File: config.mk
export PLATFORM = sky130hd
export DESIGN_NAME = vvr_cordic_cell
export DESIGN_NICKNAME = d
export VERILOG_FILES = /design/src/design/vvr_pkg.sv /design/src/design/vvr_cordic_cell.sv
export SDC_FILE = /design/constraint.sdc
export NUM_CORES = 1
export LEC_CHECK = 0
export BUFFER_PORTS_ARGS = -buffer_cell sky130_fd_sc_hd__buf_2
export CAP_MARGIN = 20
export CELL_PAD_IN_SITES_DETAIL_PLACEMENT = 1
export CELL_PAD_IN_SITES_GLOBAL_PLACEMENT = 1
export CORE_AREA = 5 5 229 231
export DETAILED_ROUTE_END_ITERATION = 7
export DIE_AREA = 0 0 234 236
export PLACE_DENSITY = 0.77
export REMOVE_ABC_BUFFERS = 1
export SLEW_MARGIN = 10
export SYNTH_ARGS = -nofsm -noshare
export SYNTH_HDL_FRONTEND = slang
export SYNTH_SLANG_ARGS = --single-unit
File: constraint.sdc
create_clock -name clk -period 0.8 [get_ports clk]
set_input_delay 0.12 -clock clk [delete_from_list [all_inputs] [get_ports clk]]
set_output_delay 0.12 -clock clk [all_outputs]
set_load 0.01 [all_outputs]
File: src/design/vvr_pkg.sv
// Shared types, widths and constants for the Voigt vector rotation unit.
`default_nettype none
package vvr_pkg;

	localparam int XW = 34;
	localparam int ZW = 35;
	localparam int ITERS = 30;
	localparam int KW = 33;
	localparam int PW = 65;
	localparam int SW = 67;

	localparam logic signed [ZW-1:0] Q30_PI = 35'sd3373259426;
	localparam logic signed [ZW-1:0] Q30_TWO_PI = 35'sd6746518852;
	localparam logic signed [ZW-1:0] Q30_HALF_PI = 35'sd1686629713;
	localparam logic signed [XW-1:0] CORDIC_GAIN = 34'sd652032874;
	localparam logic signed [KW-1:0] Q30_ONE = 33'sd1073741824;

	localparam logic [1:0] AXIS_NONE = 2'd0;
	localparam logic [1:0] AXIS_1 = 2'd1;
	localparam logic [1:0] AXIS_2 = 2'd2;
	localparam logic [1:0] AXIS_3 = 2'd3;

	typedef struct packed {
		logic signed [15:0] angle;
		logic [1:0] axis;
		logic kind;
		logic signed [31:0] comp_11;
		logic signed [31:0] comp_22;
		logic signed [31:0] comp_33;
		logic signed [31:0] comp_12;
		logic signed [31:0] comp_13;
		logic signed [31:0] comp_23;
	} item_t;

	typedef struct packed {
		logic signed [31:0] out_11;
		logic signed [31:0] out_22;
		logic signed [31:0] out_33;
		logic signed [31:0] out_12;
		logic signed [31:0] out_13;
		logic signed [31:0] out_23;
		logic axis_error;
	} result_t;

	// Carried alongside the angle while the CORDIC runs.
	typedef struct packed {
		logic [1:0] axis;
		logic kind;
		logic [5:0][31:0] comp;
	} pay_t;

	typedef struct packed {
		logic signed [XW-1:0] x;
		logic signed [XW-1:0] y;
		logic signed [ZW-1:0] z;
		logic flip;
		pay_t pay;
	} cstate_t;

	function automatic logic signed [ZW-1:0] atan_q30(input int idx);
		logic [31:0] v;
		begin
			case (idx)
				0: v = 32'h3243F6A8;
				1: v = 32'h1DAC6705;
				2: v = 32'h0FADBAFC;
				3: v = 32'h07F56EA6;
				4: v = 32'h03FEAB76;
				5: v = 32'h01FFD55B;
				6: v = 32'h00FFFAAA;
				7: v = 32'h007FFF55;
				8: v = 32'h003FFFEA;
				9: v = 32'h001FFFFD;
				10: v = 32'h000FFFFF;
				11: v = 32'h0007FFFF;
				12: v = 32'h0003FFFF;
				13: v = 32'h0001FFFF;
				14: v = 32'h0000FFFF;
				15: v = 32'h00007FFF;
				16: v = 32'h00003FFF;
				17: v = 32'h00001FFF;
				18: v = 32'h00000FFF;
				19: v = 32'h000007FF;
				20: v = 32'h000003FF;
				21: v = 32'h000001FF;
				22: v = 32'h000000FF;
				23: v = 32'h0000007F;
				24: v = 32'h0000003F;
				25: v = 32'h0000001F;
				26: v = 32'h0000000F;
				27: v = 32'h00000008;
				28: v = 32'h00000004;
				29: v = 32'h00000002;
				default: v = 32'h00000000;
			endcase
			return signed'({{(ZW-32){1'b0}}, v});
		end
	endfunction

endpackage
`default_nettype wire

File: src/design/vvr_cordic_cell.sv
// One rotation-mode CORDIC step with its output register.
`default_nettype none
module vvr_cordic_cell #(
	parameter int Idx = 0
) (
	input wire logic clk,
	input wire logic arst_n,
	input wire logic en,
	input wire logic valid_in,
	input wire vvr_pkg::cstate_t st_in,
	output logic valid_q,
	output vvr_pkg::cstate_t st_q
);

	logic signed [vvr_pkg::XW-1:0] xs;
	logic signed [vvr_pkg::XW-1:0] ys;
	vvr_pkg::cstate_t nxt;

	always_comb begin
		xs = st_in.x >>> Idx;
		ys = st_in.y >>> Idx;
		nxt = st_in;
		if (st_in.z >= 0) begin
			nxt.x = st_in.x - ys;
			nxt.y = st_in.y + xs;
			nxt.z = st_in.z - vvr_pkg::atan_q30(Idx);
		end else begin
			nxt.x = st_in.x + ys;
			nxt.y = st_in.y - xs;
			nxt.z = st_in.z + vvr_pkg::atan_q30(Idx);
		end
	end

	always_ff @(posedge clk or negedge arst_n) begin
		if (!arst_n) begin
			valid_q <= 1'b0;
		end else if (en) begin
			valid_q <= valid_in;
		end
	end

	always_ff @(posedge clk) begin
		if (en) begin
			st_q <= nxt;
		end
	end

endmodule
`default_nettype wire

==> flow_summary.html, run 1 <==
<table>
<tr><th>Metric</th><th>Value</th></tr>
<tr><th colspan="2">Die</th></tr>
<tr><td>Io pins</td><td>603</td></tr>
<tr><td>Core area</td><td>49860 um^2</td></tr>
<tr><td>Vertical die dimension</td><td>236 um</td></tr>
<tr><td>Count of standard-cell rows</td><td>82</td></tr>
<tr><td>Effective utilization at floorplan</td><td>0.3289</td></tr>
<tr><td>Die footprint</td><td>55220 um^2</td></tr>
<tr><td>Horiz. Die Dim</td><td>234 um</td></tr>
<tr><th colspan="2">Placement</th></tr>
<tr><td>HPWL after detailed placement</td><td>69110 um</td></tr>
<tr><td>Inst Count DP</td><td>3070</td></tr>
<tr><td>Number of input and output port buffers inserted</td><td>602</td></tr>
<tr><td>Placer Congestion</td><td>1.033</td></tr>
<tr><th colspan="2">Flow run</th></tr>
<tr><td>Max Cap Viol</td><td>0</td></tr>
<tr><th colspan="2">Critical path</th></tr>
<tr><td>Largest fanout on the critical path</td><td>4</td></tr>
<tr><td>Worst Path Arrival</td><td>2.78 ns</td></tr>
<tr><td>Class of the most critical setup path</td><td>in2reg</td></tr>
<tr><td>Crit path launch type</td><td>input port</td></tr>
<tr><td>Kind of capture point of the worst setup path</td><td>register</td></tr>
<tr><td>Required time of the critical path</td><td>1.11 ns</td></tr>
<tr><th colspan="2">Yosys</th></tr>
<tr><td>Synth area leader</td><td>sky130_fd_sc_hd__edfxtp_1</td></tr>
<tr><td>Share of the yosys chip area belonging to registers</td><td>0.5471</td></tr>
<tr><td>Number of flops mapped to enable cells by yosys</td><td>298</td></tr>
<tr><td>Netlist area before placement</td><td>16400 um^2</td></tr>
<tr><td>Post-synthesis register bit count</td><td>299</td></tr>
<tr><td>Most used flip-flop cell after synthesis</td><td>sky130_fd_sc_hd__edfxtp_1</td></tr>
<tr><td>Synth Area per Inst</td><td>11.71 um^2</td></tr>
<tr><td>Cell variety after synth</td><td>85</td></tr>
<tr><td>Top post-synthesis cells by area</td><td>sky130_fd_sc_hd__edfxtp_1 (55%), sky130_fd_sc_hd__ha_1 (9.9%), sky130_fd_sc_hd__a21oi_1 (4.5%), sky130_fd_sc_hd__xnor2_1 (3.8%), sky130_fd_sc_hd__inv_1 (2.4%)</td></tr>
<tr><td>Yosys top cell area share</td><td>0.5456</td></tr>
<tr><td>Post-Synthesis Cells</td><td>1401</td></tr>
<tr><td>Synthesis warning total</td><td>0</td></tr>
<tr><td>Proportion of synthesized flip-flops having asynchronous set or reset</td><td>0.003344</td></tr>
<tr><th colspan="2">STA</th></tr>
<tr><td>Setup Viol. Count Final</td><td>400</td></tr>
<tr><td>Slew at the pin closest to its max-slew limit</td><td>0.6006 ns</td></tr>
<tr><td>RSZ-0062 raised after global routing</td><td>true</td></tr>
<tr><td>Ratio of final minimum period to clock period</td><td>3.079</td></tr>
<tr><td>Final TNS setup</td><td>-241.79 ns</td></tr>
<tr><td>Fmax</td><td>406.0 MHz</td></tr>
<tr><td>Clock period minus final worst setup slack</td><td>2.463 ns</td></tr>
<tr><td>Number of hold violations in the final report</td><td>1</td></tr>
<tr><td>Pins Over Slew Limit</td><td>0</td></tr>
<tr><td>Worst-case headroom to the max-slew limit</td><td>0.5962</td></tr>
<tr><td>Minimum hold slack</td><td>-0.05247 ns</td></tr>
<tr><td>Largest clock skew in the final design</td><td>0 ns</td></tr>
<tr><td>Setup slack of the critical path after layout</td><td>-1.663 ns</td></tr>
<tr><th colspan="2">Global routing</th></tr>
<tr><td>Global-route wire length before repair</td><td>140200 um</td></tr>
<tr><td>Initial antenna violation count</td><td>30</td></tr>
<tr><td>Overall routing resource usage</td><td>0.3426</td></tr>
<tr><td>Grt ovf</td><td>0</td></tr>
<tr><td>Vias in the first global route</td><td>19860</td></tr>
<tr><td>Maximum number of pins on one net before global-route repair</td><td>38</td></tr>
<tr><th colspan="2">Clock tree</th></tr>
<tr><td>TritonCTS clock tree</td><td>yes</td></tr>
<tr><td>Number of buffers on the longest clock path</td><td>3</td></tr>
<tr><td>Total of hold buffers inserted after clock tree synthesis</td><td>205</td></tr>
<tr><td>Number of clock buffers inserted by TritonCTS</td><td>35</td></tr>
<tr><td>Clock insertion delay at the later pin of the skew report</td><td>0.56 ns</td></tr>
<tr><td>Number of H-tree levels</td><td>2</td></tr>
<tr><td>Buffer cell driving the clock tree root</td><td>sky130_fd_sc_hd__clkbuf_16</td></tr>
<tr><td>Sink count of the clock tree</td><td>299</td></tr>
<tr><td>Worst-path clk slew</td><td>0.06 ns</td></tr>
<tr><th colspan="2">Status</th></tr>
<tr><td>Failing checks</td><td>hold timing, setup timing</td></tr>
<tr><td>Run status</td><td>finished, violations left</td></tr>
<tr><th colspan="2">Power</th></tr>
<tr><td>Largest voltage drop on the vdd net</td><td>1.494 mV</td></tr>
<tr><td>Total power divided by cell area</td><td>1832 nW/um^2</td></tr>
<tr><td>Logic gate share of total power</td><td>0.354</td></tr>
<tr><td>Static Leak</td><td>13.67 nW</td></tr>
<tr><td>Clk pwr share</td><td>0.290</td></tr>
<tr><td>Net load switching power</td><td>0.01890 W</td></tr>
<tr><td>Switching part of the total</td><td>0.3320</td></tr>
<tr><td>PnR Total Power</td><td>0.05693 W</td></tr>
<tr><td>P_int</td><td>0.03803 W</td></tr>
<tr><td>Relative contribution of sequential cells to total power</td><td>0.356</td></tr>
<tr><th colspan="2">Detailed routing</th></tr>
<tr><td>DR DRC count</td><td>0</td></tr>
<tr><td>DRT iter0 DRCs</td><td>1654</td></tr>
<tr><td>Post-detailed-routing wire length</td><td>106800 um</td></tr>
<tr><td>Post-detailed-route wirelength per cell</td><td>30.92 um</td></tr>
<tr><td>Vias per inst</td><td>5.431</td></tr>
<tr><td>Total number of vias</td><td>18760</td></tr>
<tr><td>Count of nets left with antenna violations after detail routing</td><td>0</td></tr>
<tr><td>1st-pass router iterations</td><td>5</td></tr>
<tr><th colspan="2">Finish</th></tr>
<tr><td>Count of non-filler cells in the finished layout</td><td>3454</td></tr>
<tr><td>Post-layout net count</td><td>3170</td></tr>
<tr><td>Area added between synthesis and finish</td><td>89.50%</td></tr>
<tr><td>Share of cells above drive strength 1</td><td>0.5615</td></tr>
<tr><th colspan="2">Hold path</th></tr>
<tr><td>Hold WC Path Type</td><td>in2reg</td></tr>
</table>
-- power groups by stage --
stage          logic [W]  clock network (W)  registers [W]
2_1_floorplan    0.00463                  0         0.0211
3_3_place_gp      0.0135                  0         0.0202
3_5_place_dp      0.0138                  0         0.0203
4_1_cts           0.0175             0.0165         0.0201
5_1_grt           0.0208             0.0174         0.0204
6_report          0.0202             0.0165         0.0203
-- logic make-up (layout without fill, tap and decap cells) --
group           count (synthesis)  after routing  synth area share
compound gates                417            417            0.1653
xor+xnor                       91             91           0.04859
fa+ha+maj                     134            134            0.1041
buf+inv                       161           1515           0.03936
flops                         299            299            0.5471
mux                            13             13          0.008010
other cells                     0             27                 0
simple gates                  286            286           0.08757
-- worst max-delay path, cell delays in order --
cell                       delay (ns)
sky130_fd_sc_hd__buf_2           0.12
sky130_fd_sc_hd__buf_4           0.14
sky130_fd_sc_hd__ha_1            0.25
sky130_fd_sc_hd__nor2b_1         0.19
sky130_fd_sc_hd__or4_4           0.46
sky130_fd_sc_hd__a211oi_2        0.31
sky130_fd_sc_hd__a211oi_2        0.13
sky130_fd_sc_hd__buf_4           0.19
sky130_fd_sc_hd__a2111o_1        0.38
sky130_fd_sc_hd__a21o_1          0.20
sky130_fd_sc_hd__a32oi_2         0.18
sky130_fd_sc_hd__xor2_1          0.09
-- area by class of cell --
| class | instances | area (um^2) |
|---|---|---|
| inverters | 108 | 442.9 |
| diodes | 27 | 67.56 |
| multi-input cells | 941 | 9106 |
| fillers | 5234 | 18780 |
| well taps | 672 | 840.8 |
| flip-flops and latches | 299 | 8974 |
| clock buffers | 40 | 894.6 |
| clock inverters | 19 | 217.7 |
| repair buffers | 1348 | 10540 |
-- per-stage QoR --
stage	setup WS [ns]	util	cell area, um^2
2_1_floorplan	-2.098	-	16160
3_3_place_gp	-2.553	0.4706	23470
3_5_place_dp	-2.645	0.4706	23470
4_1_cts	-1.469	0.5931	29570
5_1_grt	-1.671	0.6230	31070
6_report	-1.663	0.6233	31080
-- routing by layer --
| metal | GRT usage | routed length, um |
|---|---|---|
| met1 | 0.3864 | 38120 |
| met2 | 0.6012 | 53230 |
| met3 | 0.07011 | 7494 |
| met4 | 0.1886 | 7905 |
| met5 | 0.0008929 | 34 |
-- cells in the final DEF (no fill, tap or decap), drive strengths merged, types with 4 or more instances in the layout --
cell type and count:
buf 1141, edfxtp 298, dlygate4sd3 205, a21oi 147
ha 130, inv 107, nor2 84, o21ai 83
xnor2 71, nand2 58, a21o 44, clkbuf 40
diode 27, nand3 26, nand2b 26, o21bai 22
xor2 20, nor3 19, a211oi 18, o21a 16
nand4 14, clkinv 13, nor2b 12, o31ai 12
mux2i 12, or3 11, a31oi 11, a31o 8
and3 7, a221oi 7, nor4 7, a2111oi 6
o211ai 5, or2 5, fa 4, clkinvlp 4
and4 4
-- worst paths after layout --
path / slack (ns) / from / cells past startpoint / to
max: -1.66 / st_in[246] / 12 / st_q[296]$_DFFE_PP_
min: -0.05 / st_in[199] / 2 / st_q[200]$_DFFE_PP_
max reg2reg: -0.07 / valid_q$_DFFE_PN0P_ / 2 / valid_q$_DFFE_PN0P_
min reg2reg: 0.60 / valid_q$_DFFE_PN0P_ / 2 / valid_q$_DFFE_PN0P_
max in group asynchronous: 0.25 / arst_n / 3 / valid_q$_DFFE_PN0P_
min in group asynchronous: 0.44 / arst_n / 3 / valid_q$_DFFE_PN0P_
-- synthesized netlist by cell type (10+ instances only) --
cell,instances
sky130_fd_sc_hd__nand3_1,25
sky130_fd_sc_hd__xor2_1,20
sky130_fd_sc_hd__buf_2,18
sky130_fd_sc_hd__edfxtp_1,298
sky130_fd_sc_hd__nand2b_1,26
sky130_fd_sc_hd__o31ai_1,11
sky130_fd_sc_hd__o21bai_1,22
sky130_fd_sc_hd__nor2b_1,12
sky130_fd_sc_hd__o21a_1,16
sky130_fd_sc_hd__or3_1,11
sky130_fd_sc_hd__xnor2_1,71
sky130_fd_sc_hd__o21ai_1,14
sky130_fd_sc_hd__nand4_1,14
sky130_fd_sc_hd__a31oi_1,10
sky130_fd_sc_hd__a21o_1,44
sky130_fd_sc_hd__a211oi_1,15
sky130_fd_sc_hd__mux2i_1,12
sky130_fd_sc_hd__nor3_1,19
sky130_fd_sc_hd__clkbuf_1,23
sky130_fd_sc_hd__ha_1,130
sky130_fd_sc_hd__nand2_1,58
sky130_fd_sc_hd__a21oi_1,146
sky130_fd_sc_hd__o21ai_0,68
sky130_fd_sc_hd__nor2_1,83
sky130_fd_sc_hd__inv_1,103
-- registers in the layout, summed over array words and instances, names as in the netlist --
register	cells
valid_q	1
st_q	298
-- what timing repair did --
item | CTS | global route
setup endpoints to repair | 395 | 398
hold endpoints to repair | 208 | 1
setup buffers | 73 | 67
resized for setup | 570 | 273
pin swaps | 163 | 159
cloned | 3 | 0
(Power assumes the default switching activity.)
==> run 2, diff against run 1 <==
Settings changed: REMOVE_ABC_BUFFERS 1 to not set.
==> run 2 against run 1 <==
Against the previous run: the flow still finishes with violations (hold timing, setup timing); flip-flop and latch count did not move; cell count fell by 0.32%; sequential share of layout area rose by 0.24 points; non-clock buffer count fell by 7; critical path depth did not move; wire length rose by 1.5%; count of clock-buffer cells in the layout fell by 1; clock power rose by 5%; core utilization fell by 0.51 points; global-route usage rose by 0.57 points; critical endpoint is now st_q[257]$_DFFE_PP_; highest routed layer unchanged.
==> flow_summary.html, run 2 (synthesis gave the netlist of run 1 again) <==
<table>
<tr><th>Metric</th><th>Value</th></tr>
<tr><th colspan="2">STA</th></tr>
<tr><td>Setup slack of the critical path after layout</td><td>-1.565 ns</td></tr>
<tr><td>Fmax</td><td>422.9 MHz</td></tr>
<tr><td>Largest clock skew in the final design</td><td>0 ns</td></tr>
<tr><td>Slew at the pin closest to its max-slew limit</td><td>0.8302 ns</td></tr>
<tr><td>Final TNS setup</td><td>-247.58 ns</td></tr>
<tr><td>Clock period minus final worst setup slack</td><td>2.365 ns</td></tr>
<tr><td>Number of hold violations in the final report</td><td>1</td></tr>
<tr><td>Ratio of final minimum period to clock period</td><td>2.956</td></tr>
<tr><td>Minimum hold slack</td><td>-0.03154 ns</td></tr>
<tr><td>Setup Viol. Count Final</td><td>402</td></tr>
<tr><td>RSZ-0062 raised after global routing</td><td>true</td></tr>
<tr><td>Worst-case headroom to the max-slew limit</td><td>0.4466</td></tr>
<tr><td>Pins Over Slew Limit</td><td>0</td></tr>
<tr><th colspan="2">Finish</th></tr>
<tr><td>Area added between synthesis and finish</td><td>87.95%</td></tr>
<tr><td>Area occupied by multi-input gates</td><td>9074 um^2</td></tr>
<tr><td>Post-layout net count</td><td>3163</td></tr>
<tr><td>Share of cells above drive strength 1</td><td>0.5571</td></tr>
<tr><td>Count of non-filler cells in the finished layout</td><td>3443</td></tr>
<tr><td>Most frequent standard cell in the layout excluding fill and tap cells</td><td>sky130_fd_sc_hd__buf_2</td></tr>
<tr><td>Final core utilization</td><td>0.6183</td></tr>
<tr><td>Number of flip-flops under the largest register name</td><td>298</td></tr>
<tr><td>Filler instances</td><td>5303</td></tr>
<tr><td>Most used cells in the layout excluding fill and tap cells</td><td>sky130_fd_sc_hd__buf_2 (472), sky130_fd_sc_hd__buf_4 (470), sky130_fd_sc_hd__edfxtp_1 (298)</td></tr>
<tr><td>Largest reg by FF count</td><td>st_q</td></tr>
<tr><td>Area taken by flip-flops and latches</td><td>8974 um^2</td></tr>
<tr><td>Top flop regs</td><td>st_q (298), valid_q (1)</td></tr>
<tr><th colspan="2">Placement</th></tr>
<tr><td>HPWL after detailed placement</td><td>70240 um</td></tr>
<tr><td>Placer Congestion</td><td>0.9879</td></tr>
<tr><td>Inst Count DP</td><td>3078</td></tr>
<tr><td>Number of input and output port buffers inserted</td><td>602</td></tr>
<tr><td>Worst slack at placement</td><td>-2.290 ns</td></tr>
<tr><th colspan="2">Status</th></tr>
<tr><td>Run status</td><td>finished, violations left</td></tr>
<tr><td>Failing checks</td><td>hold timing, setup timing</td></tr>
<tr><th colspan="2">Clock tree</th></tr>
<tr><td>Worst-path clk slew</td><td>0.06 ns</td></tr>
<tr><td>Number of buffers on the longest clock path</td><td>3</td></tr>
<tr><td>Number of H-tree levels</td><td>2</td></tr>
<tr><td>Number of clock buffers inserted by TritonCTS</td><td>35</td></tr>
<tr><td>Sink count of the clock tree</td><td>299</td></tr>
<tr><td>Buffer cell driving the clock tree root</td><td>sky130_fd_sc_hd__clkbuf_16</td></tr>
<tr><td>Total of hold buffers inserted after clock tree synthesis</td><td>206</td></tr>
<tr><td>Clock insertion delay at the later pin of the skew report</td><td>0.55 ns</td></tr>
<tr><td>TritonCTS clock tree</td><td>yes</td></tr>
<tr><th colspan="2">Die</th></tr>
<tr><td>Count of standard-cell rows</td><td>82</td></tr>
<tr><td>Vertical die dimension</td><td>236 um</td></tr>
<tr><td>Io pins</td><td>603</td></tr>
<tr><td>Core area</td><td>49860 um^2</td></tr>
<tr><td>Horiz. Die Dim</td><td>234 um</td></tr>
<tr><td>Effective utilization at floorplan</td><td>0.3289</td></tr>
<tr><td>Die footprint</td><td>55220 um^2</td></tr>
<tr><th colspan="2">Detailed routing</th></tr>
<tr><td>Post-detailed-routing wire length</td><td>108300 um</td></tr>
<tr><td>Vias per inst</td><td>5.481</td></tr>
<tr><td>Count of nets left with antenna violations after detail routing</td><td>0</td></tr>
<tr><td>Post-detailed-route wirelength per cell</td><td>31.47 um</td></tr>
<tr><td>DR DRC count</td><td>0</td></tr>
<tr><td>Total number of vias</td><td>18870</td></tr>
<tr><td>DRT iter0 DRCs</td><td>1581</td></tr>
<tr><td>1st-pass router iterations</td><td>5</td></tr>
<tr><th colspan="2">Global routing</th></tr>
<tr><td>Vias in the first global route</td><td>19930</td></tr>
<tr><td>Global-route wire length before repair</td><td>141700 um</td></tr>
<tr><td>Initial antenna violation count</td><td>24</td></tr>
<tr><td>Maximum number of pins on one net before global-route repair</td><td>53</td></tr>
<tr><td>Overall routing resource usage</td><td>0.3483</td></tr>
<tr><td>Grt ovf</td><td>0</td></tr>
<tr><th colspan="2">Power</th></tr>
<tr><td>Static Leak</td><td>13.58 nW</td></tr>
<tr><td>Largest voltage drop on the vdd net</td><td>1.491 mV</td></tr>
<tr><td>Total power divided by cell area</td><td>1870 nW/um^2</td></tr>
<tr><th colspan="2">Critical path</th></tr>
<tr><td>Kind of capture point of the worst setup path</td><td>register</td></tr>
<tr><td>Largest fanout on the critical path</td><td>3</td></tr>
<tr><td>Class of the most critical setup path</td><td>in2reg</td></tr>
<tr><td>Required time of the critical path</td><td>1.10 ns</td></tr>
<tr><td>Crit path launch type</td><td>input port</td></tr>
<tr><td>Worst Path Arrival</td><td>2.67 ns</td></tr>
<tr><th colspan="2">Flow run</th></tr>
<tr><td>Max Cap Viol</td><td>0</td></tr>
<tr><th colspan="2">Yosys</th></tr>
<tr><td>Mapped Nets</td><td>1838</td></tr>
<tr><th colspan="2">Hold path</th></tr>
<tr><td>Hold WC Path Type</td><td>in2reg</td></tr>
</table>
-- run 2: cell types whose count changed in the layout (fill, tap and decap cells not counted), moves of 5 or more --
| cell | change |
|---|---|
| sky130_fd_sc_hd__buf_6 | -37 |
| sky130_fd_sc_hd__buf_4 | +21 |
| sky130_fd_sc_hd__buf_2 | +9 |
| sky130_fd_sc_hd__a21oi_2 | +8 |
| sky130_fd_sc_hd__o21ai_1 | +7 |
| sky130_fd_sc_hd__diode_2 | -6 |
| sky130_fd_sc_hd__inv_4 | -6 |
| sky130_fd_sc_hd__a21oi_1 | -5 |
| sky130_fd_sc_hd__xnor2_2 | +5 |
-- run 2: stage by stage --
step	power (W)	area, um^2
after global routing	0.05913	30810
after global placement	0.03462	24360
after detailed placement	0.03507	24360
after CTS	0.05445	29540
final	0.05765	30830
after floorplan	0.02662	17340
-- run 2: final timing paths --
check / startpoint / end / slack (ns) / depth (start not counted)
worst max-delay path: st_in[231] / st_q[257]$_DFFE_PP_ / -1.56 / 12
worst min-delay path: st_in[199] / st_q[200]$_DFFE_PP_ / -0.03 / 2
worst max register to register: valid_q$_DFFE_PN0P_ / valid_q$_DFFE_PN0P_ / 0.06 / 1
worst min register to register: valid_q$_DFFE_PN0P_ / valid_q$_DFFE_PN0P_ / 0.50 / 1
max in group asynchronous: arst_n / valid_q$_DFFE_PN0P_ / 0.22 / 3
min in group asynchronous: arst_n / valid_q$_DFFE_PN0P_ / 0.48 / 3
-- run 2: per-layer routing --
layer | wire length, um | global-route usage | vias to the layer above
li1 | - | - | 7847
met1 | 37540 | 0.3970 | 9431
met2 | 52790 | 0.5907 | 1198
met3 | 9531 | 0.07865 | 391
met4 | 8456 | 0.2130 | 4
met5 | 28 | 0 | -
-- run 2: layout make-up --
cell class / instances / area share
Antenna cell: 21 / 0.001705
Clock buffer: 39 / 0.02890
Clock inverter: 22 / 0.008198
Inverter: 108 / 0.01526
Multi-Input combinational cell: 941 / 0.2943
Sequential cell: 299 / 0.2911
Tap cell: 672 / 0.02727
Timing Repair Buffer: 1341 / 0.3333
-- run 2: where the power goes --
group          leakage (nW)  switching (W)  total (W)  internal, W
Combinational          10.1         0.0105     0.0199      0.00938
Sequential             2.93        0.00112     0.0205       0.0194
Clock                 0.554        0.00782     0.0173      0.00945
-- run 2: what timing repair did --
item / in CTS / in global routing
setup buffers: 78 / 51
resized for setup: 362 / 243
pin swaps: 156 / 157
endpoints found under the hold margin: 213 / 1
setup endpoints to repair: 394 / 403
-- run 2: critical path, cell delays in order --
cell,delay [ns]
sky130_fd_sc_hd__buf_12,0.11
sky130_fd_sc_hd__ha_4,0.16
sky130_fd_sc_hd__fa_2,0.41
sky130_fd_sc_hd__nand2b_4,0.10
sky130_fd_sc_hd__a221oi_4,0.08
sky130_fd_sc_hd__or4b_4,0.60
sky130_fd_sc_hd__a31oi_4,0.22
sky130_fd_sc_hd__nand3_2,0.12
sky130_fd_sc_hd__and3_4,0.17
sky130_fd_sc_hd__a311o_1,0.32
sky130_fd_sc_hd__a21oi_2,0.18
sky130_fd_sc_hd__xnor2_1,0.08
